--- config.mk ---
export PLATFORM = sky130hd
export DESIGN_NAME = septet_packet_deframer
export DESIGN_NICKNAME = d
export VERILOG_FILES = /design/src/sv/spd_pkg.sv /design/src/sv/septet_packet_deframer.sv /design/src/sv/spd_ram.sv
export SDC_FILE = /design/constraint.sdc
export NUM_CORES = 1
export LEC_CHECK = 0
export BUFFER_PORTS_ARGS = -buffer_cell sky130_fd_sc_hd__buf_2
export CAP_MARGIN = 0
export CORE_UTILIZATION = 55
export CTS_CLUSTER_DIAMETER = 30
export DETAILED_ROUTE_END_ITERATION = 6
export HOLD_SLACK_MARGIN = 0.1
export PLACE_DENSITY = 0.72
export SYNTH_ARGS = -nofsm -noshare
export SYNTH_HDL_FRONTEND = slang
export SYNTH_SLANG_ARGS = --single-unit
--- constraint.sdc ---
create_clock -name i_clk -period 11.85 [get_ports i_clk]
set_input_delay 0.5925 -clock i_clk [delete_from_list [all_inputs] [get_ports i_clk]]
set_output_delay 0.5925 -clock i_clk [all_outputs]
set_load 0.02 [all_outputs]
--- src/sv/spd_pkg.sv ---
package spd_pkg;
    localparam int MaxFramesDefault = 16;
    localparam int StoreDepth = 16;
    localparam logic [7:0] SyncByte = 8'hAA;
    localparam logic [6:0] CkInit = 7'h7F;
    localparam logic [15:0] TimeoutReset = 16'd20000;
    localparam logic [15:0] CommandReset = 16'h0100;
    localparam logic [3:0] ProtocolReset = 4'd1;

    localparam logic [1:0] CfgTimeout = 2'd0;
    localparam logic [1:0] CfgCommand = 2'd1;
    localparam logic [1:0] CfgProtocol = 2'd2;

    localparam logic [2:0] KindPayload = 3'd0;
    localparam logic [2:0] KindEmpty = 3'd1;
    localparam logic [2:0] KindChecksum = 3'd2;
    localparam logic [2:0] KindHighBit = 3'd3;
    localparam logic [2:0] KindTimeout = 3'd4;
    localparam logic [2:0] KindTooMany = 3'd5;

    localparam logic OpByte = 1'b0;
    localparam logic OpTick = 1'b1;
endpackage

--- src/sv/septet_packet_deframer.sv ---
// Channel  Direction  Handshake        Payload
// cfg      in         valid/ready      index(2), data(16)
// in       in         valid/stall      opcode, rx_byte
// out      out        valid/stall      kind, addresses, command, frame_index, payload, last
// Each item is accepted, then processed; o_stall stays high until the block is idle again.
// A finished packet whose command matches the filter emits its frames one per cycle from
// the payload RAM, reading one entry ahead; output stall holds the sequencer. Reset is
// synchronous and clears all control state; the payload RAM is not cleared.
module septet_packet_deframer #(
    parameter int MAX_FRAMES = spd_pkg::MaxFramesDefault
) (
    input  logic        i_clk,
    input  logic        i_rst_n,
    input  logic        i_cfg_valid,
    output logic        o_cfg_ready,
    input  logic [1:0]  i_cfg_index,
    input  logic [15:0] i_cfg_data,
    input  logic        i_valid,
    output logic        o_stall,
    input  logic        i_opcode,
    input  logic [7:0]  i_rx_byte,
    output logic        o_valid,
    input  logic        i_stall,
    output logic [2:0]  o_kind,
    output logic [15:0] o_dest_address,
    output logic [15:0] o_source_address,
    output logic [15:0] o_command_word,
    output logic [3:0]  o_frame_index,
    output logic [31:0] o_payload,
    output logic        o_last
);
    import spd_pkg::*;

    localparam int Limit = (MAX_FRAMES < StoreDepth) ? MAX_FRAMES : StoreDepth;
    localparam logic [7:0] LimitB = 8'(Limit);

    typedef enum logic [2:0] {S_IDLE, S_PROC, S_READ, S_EMIT, S_ERR} t_state;
    typedef enum logic [1:0] {P_HUNT, P_HEADER, P_FRAMES} t_phase;

    t_state r_state;
    t_phase r_phase;
    logic [15:0] r_timeout, r_cmd_filter;
    logic [3:0]  r_proto;
    logic        r_op;
    logic [7:0]  r_b;
    logic [3:0]  r_pos;
    logic [63:0] r_hdr;
    logic [6:0]  r_ck;
    logic [31:0] r_frame;
    logic [15:0] r_idle;
    logic [4:0]  r_emit;
    logic [4:0]  r_rd;
    logic [2:0]  r_err;

    logic        ram_we;
    logic [3:0]  ram_raddr;
    logic [31:0] ram_rdata;
    logic [6:0]  ck_next;
    logic [7:0]  count;

    assign o_cfg_ready = 1'b1;
    assign o_stall = (r_state != S_IDLE);
    assign ck_next = r_ck - r_b[6:0];
    assign count = r_hdr[63:56];
    assign ram_we = (r_state == S_PROC) && (r_op == OpByte) && (r_phase == P_FRAMES)
                    && !r_b[7] && (r_pos == 4'd5) && (ck_next == 7'd0);
    // hold the read address while a result waits so the entry ahead stays put
    assign ram_raddr = (o_valid && i_stall) ? 4'(r_rd - 5'd1) : r_rd[3:0];

    spd_ram #(.Width(32), .Depth(StoreDepth)) u_ram (
        .i_clk(i_clk), .i_we(ram_we), .i_waddr(r_emit[3:0]), .i_wdata(r_frame),
        .i_raddr(ram_raddr), .o_rdata(ram_rdata)
    );

    always_ff @(posedge i_clk) begin
        if (!i_rst_n) begin
            r_state <= S_IDLE;
            r_phase <= P_HUNT;
            r_timeout <= TimeoutReset;
            r_cmd_filter <= CommandReset;
            r_proto <= ProtocolReset;
            r_pos <= '0;
            r_hdr <= '0;
            r_ck <= CkInit;
            r_frame <= '0;
            r_idle <= '0;
            r_emit <= '0;
            r_rd <= '0;
            o_valid <= 1'b0;
        end else begin
            if (i_cfg_valid) begin
                case (i_cfg_index)
                    CfgTimeout:  r_timeout <= i_cfg_data;
                    CfgCommand:  r_cmd_filter <= i_cfg_data;
                    CfgProtocol: r_proto <= i_cfg_data[3:0];
                    default: ;
                endcase
            end
            case (r_state)
                S_IDLE: begin
                    if (i_valid) begin
                        r_op <= i_opcode;
                        r_b <= i_rx_byte;
                        r_state <= S_PROC;
                    end
                end
                S_PROC: begin
                    r_state <= S_IDLE;
                    if (r_op == OpTick) begin
                        if (r_idle >= r_timeout) begin
                            r_idle <= '0;
                            r_phase <= P_HUNT;
                            r_err <= KindTimeout;
                            r_state <= S_ERR;
                        end else begin
                            r_idle <= r_idle + 16'd1;
                        end
                    end else if (r_phase == P_HUNT) begin
                        if (r_b == SyncByte) begin
                            r_phase <= P_HEADER;
                            r_pos <= '0;
                            r_hdr <= '0;
                            r_ck <= CkInit;
                        end
                    end else if (r_b[7]) begin
                        r_phase <= P_HUNT;
                        r_err <= KindHighBit;
                        r_state <= S_ERR;
                    end else begin
                        r_ck <= ck_next;
                        if (r_phase == P_HEADER) begin
                            if (r_pos < 4'd8) begin
                                r_hdr[r_pos[2:0]*8 +: 8] <= r_b;
                            end
                            r_pos <= r_pos + 4'd1;
                            if (r_pos == 4'd8) begin
                                r_phase <= P_HUNT;
                                if (r_hdr[39:36] != r_proto) begin
                                end else if (ck_next != 7'd0) begin
                                    r_err <= KindChecksum;
                                    r_state <= S_ERR;
                                end else if (count > LimitB) begin
                                    r_err <= KindTooMany;
                                    r_state <= S_ERR;
                                end else if (count == 8'd0) begin
                                    r_idle <= '0;
                                    r_emit <= '0;
                                    r_rd <= '0;
                                    if (r_hdr[55:40] == r_cmd_filter) begin
                                        r_state <= S_READ;
                                    end
                                end else begin
                                    r_phase <= P_FRAMES;
                                    r_pos <= '0;
                                    r_emit <= '0;
                                    r_frame <= '0;
                                    r_ck <= CkInit;
                                end
                            end
                        end else begin
                            if (r_pos < 4'd4) begin
                                r_frame[r_pos[1:0]*8 +: 8] <= r_b;
                                r_pos <= r_pos + 4'd1;
                            end else if (r_pos == 4'd4) begin
                                for (int i = 0; i < 4; i++) begin
                                    if (r_b[i]) r_frame[i*8+7] <= 1'b1;
                                end
                                r_pos <= r_pos + 4'd1;
                            end else if (ck_next != 7'd0) begin
                                r_phase <= P_HUNT;
                                r_err <= KindChecksum;
                                r_state <= S_ERR;
                            end else begin
                                r_emit <= r_emit + 5'd1;
                                r_pos <= '0;
                                r_frame <= '0;
                                r_ck <= CkInit;
                                if ({3'd0, r_emit + 5'd1} >= count) begin
                                    r_phase <= P_HUNT;
                                    r_idle <= '0;
                                    r_rd <= '0;
                                    if (r_hdr[55:40] == r_cmd_filter) begin
                                        r_state <= S_READ;
                                    end
                                end
                            end
                        end
                    end
                end
                S_READ: begin
                    r_rd <= r_rd + 5'd1;
                    r_state <= S_EMIT;
                    o_valid <= 1'b0;
                end
                S_EMIT: begin
                    if (!o_valid || !i_stall) begin
                        if (o_valid && o_last) begin
                            o_valid <= 1'b0;
                            r_state <= S_IDLE;
                        end else begin
                            o_valid <= 1'b1;
                            o_dest_address <= r_hdr[15:0];
                            o_source_address <= r_hdr[31:16];
                            o_command_word <= r_hdr[55:40];
                            if (count == 8'd0) begin
                                o_kind <= KindEmpty;
                                o_frame_index <= '0;
                                o_payload <= '0;
                                o_last <= 1'b1;
                            end else begin
                                o_kind <= KindPayload;
                                o_frame_index <= 4'(r_rd - 5'd1);
                                o_payload <= ram_rdata;
                                o_last <= ({3'd0, r_rd} >= count);
                                r_rd <= r_rd + 5'd1;
                            end
                        end
                    end
                end
                S_ERR: begin
                    if (!o_valid) begin
                        o_valid <= 1'b1;
                        o_kind <= r_err;
                        o_dest_address <= '0;
                        o_source_address <= '0;
                        o_command_word <= '0;
                        o_frame_index <= '0;
                        o_payload <= '0;
                        o_last <= 1'b1;
                    end else if (!i_stall) begin
                        o_valid <= 1'b0;
                        r_state <= S_IDLE;
                    end
                end
                default: r_state <= S_IDLE;
            endcase
        end
    end

    a_busy: assert property (@(posedge i_clk) disable iff (!i_rst_n)
        (r_state != S_IDLE) |-> o_stall) else $error("accepting while busy");
    a_valid_state: assert property (@(posedge i_clk) disable iff (!i_rst_n)
        o_valid |-> (r_state == S_EMIT || r_state == S_ERR)) else $error("stray valid");
    a_emit_bound: assert property (@(posedge i_clk) disable iff (!i_rst_n)
        (r_state == S_EMIT) |-> (r_rd <= 5'(StoreDepth + 1))) else $error("read overrun");
endmodule

--- src/sv/spd_ram.sv ---
module spd_ram #(
    parameter int Width = 32,
    parameter int Depth = 16
) (
    input  logic                     i_clk,
    input  logic                     i_we,
    input  logic [$clog2(Depth)-1:0] i_waddr,
    input  logic [Width-1:0]         i_wdata,
    input  logic [$clog2(Depth)-1:0] i_raddr,
    output logic [Width-1:0]         o_rdata
);
    logic [Width-1:0] r_mem [Depth];

    always_ff @(posedge i_clk) begin
        if (i_we) begin
            r_mem[i_waddr] <= i_wdata;
        end
        o_rdata <= r_mem[i_raddr];
    end
endmodule

==> impl_metrics.tcl <==
set metrics [dict create \
    run_status "completed" \
    finish.instance_area_mm2 0.0388 \
    maxCapViolCount 0 \
    io_pins 123 \
    leading_post_synthesis_cells_by_cell_area "edfxtp_1, dfxtp_1, mux4_2" \
    post-route-worst-setup-slack_ns 5.94 \
    holdWs_ns 0.141 \
    timing.final.crit_period_ns 5.91 \
    timing.hold.worst.class "input port to register" \
    synth_area_mm2 0.0322 \
    drive_gt1_frac 0.244 \
    hold-path-endpoint "r_timeout[11]" \
    avgSynthCellArea_um2 15.8 \
    comb_power_share 0.011 \
    synthArstFlopShare 0 \
    cts_tree "yes" \
    final.setup.tns_ns 0 \
    internal_power_mw 5.86 \
    cellLeakagePower_nw 12.1 \
    place_worst_setup_slack_ns 6.07 \
    dominantRegCellSynth "edfxtp_1" \
    worstPathRequired_ns 12.23 \
    clock_power_share 0.574 \
    cts_inserted_buffers 138 \
    die_span_in_y_um 244 \
    hold_depth 3 \
    flow.area_growth_from_synthesis_pct 20.5 \
    filler_cell_count 3817 \
    yosys.area.top_type_share 0.571 \
    postSynthRegisterBits 815 \
    cts-root-buf "clkbuf_16" \
    synth_edf_count 612 \
    yosys.area.top_type "edfxtp_1" \
    max_freq_mhz 169 \
    worst_ir_drop_vdd_mv 0.163 \
    worst_slew_pin_slew_ns 1.26 \
    route.detailed.vias_per_inst 6.14 \
    setup-violations-final 0 \
    clock-sinks 815 \
    synth_common_cells "edfxtp_1, dfxtp_1, nand2_1" \
    p_seq_frac 0.415 \
    regToRegSetupSlack_ns 5.94 \
    grt_first_pass_wirelength_um 121000 \
    layout_nets 2309 \
    cp_max_fo 20 \
    die_width_um 244 \
    initial_drt_markers 1835 \
    r2r-start "r_b[0]" \
    clk_latency_ns 0.73 \
    place_inst 2844 \
    postSynthCellCount 2042 \
    power.net_switching_mw 1.49 \
    timing.critical_path.from_type "register" \
    finalClockSkew_ns 0.0379 \
    drt-wirelength-per-cell_um 25.7 \
    placementRows 88 \
    slew_viols_final 0 \
    critical_path.reg2reg.endpoint "u_ram.r_mem[2][3]" \
    grt_pass1_vias 19500 \
    post-route-period-util 0.499 \
    via_count 19100 \
    drt-total-wl_um 80100 \
    gp_routability_congestion 0.885 \
    grt_max_degree 91 \
    port_buffers 121 \
    antenna_violating_nets_remaining 0 \
    syn-num-nets 2122 \
    r2r_cells 11 \
    clkTransAtPathRegs_ns 0.05 \
    cp_data_arrival_time_ns 6.29 \
    worstHoldStart "i_cfg_data[11]" \
    grt-ovfl-total 0 \
    initial_core_util 0.558 \
    crit_path_end_kind "register" \
    report.final.hold_viol_count 0 \
    synth_warnings 0 \
    dpl-instance-area_mm2 0.0337 \
    cts_max_path_buffers 3 \
    critical_path_class "register to register" \
    cts.htree.levels 4 \
    grt_setup_unrepaired "no" \
    dpl.hpwl_um 46000 \
    slew_headroom 0.159 \
    remaining_drc_errors 0 \
    p_total_mw 7.36 \
    grt_antenna_before_repair 1 \
    netSwitchingFraction 0.203 \
    netlist-cell-type-count 72 \
    post_layout_nonfiller_instances 3112 \
    first_pass_iters 7 \
    finish.utilization 0.672 \
    yosysSeqAreaShare 0.697 \
    synth.most_common_cell "edfxtp_1" \
    power_per_cell_area_mw_per_mm2 190 \
    coreArea_mm2 0.0577 \
    design.die.area_mm2 0.0595 \
    groute.usage.overall 0.276 \
]
placed cells by master (no fill, tap or decap), types with 20 or more instances in the layout:
cell type and count:
buf_2 121, a21oi_1 87, bufinv_16 21, nor2_1 105
nand3_1 42, dfxtp_1 203, mux4_2 160, clkbuf_16 149
nand2_1 170, and2_1 38, ha_1 47, edfxtp_1 612
inv_1 54, xor2_1 20, nor2b_1 54, o21ai_0 27
final cells by class:
| cell class | instances | area [um^2] | share of cell area |
|---|---|---|---|
| inverter | 55 | 206 | 0.00532 |
| antenna | 1 | 2.50 | 0.0000645 |
| tap | 765 | 957 | 0.0247 |
| clock inverter | 88 | 1140 | 0.0294 |
| clock buffer | 169 | 3850 | 0.0993 |
| sequential | 815 | 22400 | 0.579 |
| multi-input combinational | 1068 | 9310 | 0.240 |
| timing repair buffer | 151 | 868 | 0.0224 |
cells by family (layout without fill, tap and decap cells):
kind of cell / count (synthesis) / count (layout) / synth area share
xor gates and xnor gates: 34 / 34 / 0.00925
other: 1 / 2 / 0.000117
AOI/OAI and AO/OA: 270 / 270 / 0.0565
muxes: 172 / 172 / 0.116
buffers and inverters: 159 / 463 / 0.0189
adders and majority gates: 48 / 48 / 0.0189
DFF: 815 / 815 / 0.697
and+or+nand+nor: 543 / 543 / 0.0831
timing repair:
item / CTS / global route
hold buffers: 10 / 0
gates resized for setup: 0 / 0
endpoints found under the hold margin: 10 / 0
setup endpoints to repair: 0 / 0
buffers inserted: 0 / 0
layer usage:
metal	track usage	vias up	routed length, um
met5	0	-	0
met4	0.116	0	2830
met3	0.0586	184	5430
met2	0.451	868	39700
met1	0.359	9718	32100
li1	-	8338	-
worst max-delay path by stage:
stage	from	end	slack [ns]	cells after the start
after floorplan	r_b[1]	u_ram.r_mem[0][0]	6.07	11
after global placement	r_b[0]	u_ram.r_mem[2][7]	6.19	11
after detailed placement	r_b[0]	u_ram.r_mem[2][5]	6.07	11
after CTS	r_b[0]	u_ram.r_mem[3][28]	6.06	11
after global routing	r_b[0]	u_ram.r_mem[3][3]	5.85	11
final	r_b[0]	u_ram.r_mem[2][3]	5.94	11
state kept, by name (all words and copies together) (netlist names), 32 cells and up:
signal         flops
r_frame           32
u_ram.o_rdata     32
u_ram.r_mem      512
r_hdr             60
o_payload         32
power groups by stage:
stage / Sequential [mW] / Clock [mW] / Combinational (mW)
after floorplan: 3.10 / 0 / 0.0551
after global placement: 3.11 / 0 / 0.0801
after detailed placement: 3.11 / 0 / 0.0817
after CTS: 3.05 / 4.26 / 0.0847
after global routing: 3.05 / 4.38 / 0.0921
final: 3.05 / 4.22 / 0.0845
critical path: stages (launching register included):
cell	delay, ns
edfxtp_1	0.61
ha_1	0.24
inv_1	0.05
fa_1	0.40
a211oi_1	0.33
nor2_1	0.11
xnor2_1	0.17
or4b_2	0.78
nor4_1	0.89
nand2_1	0.46
nor3_2	0.98
buf_4	0.50
Note: power is estimated with default switching activity, not from simulation.
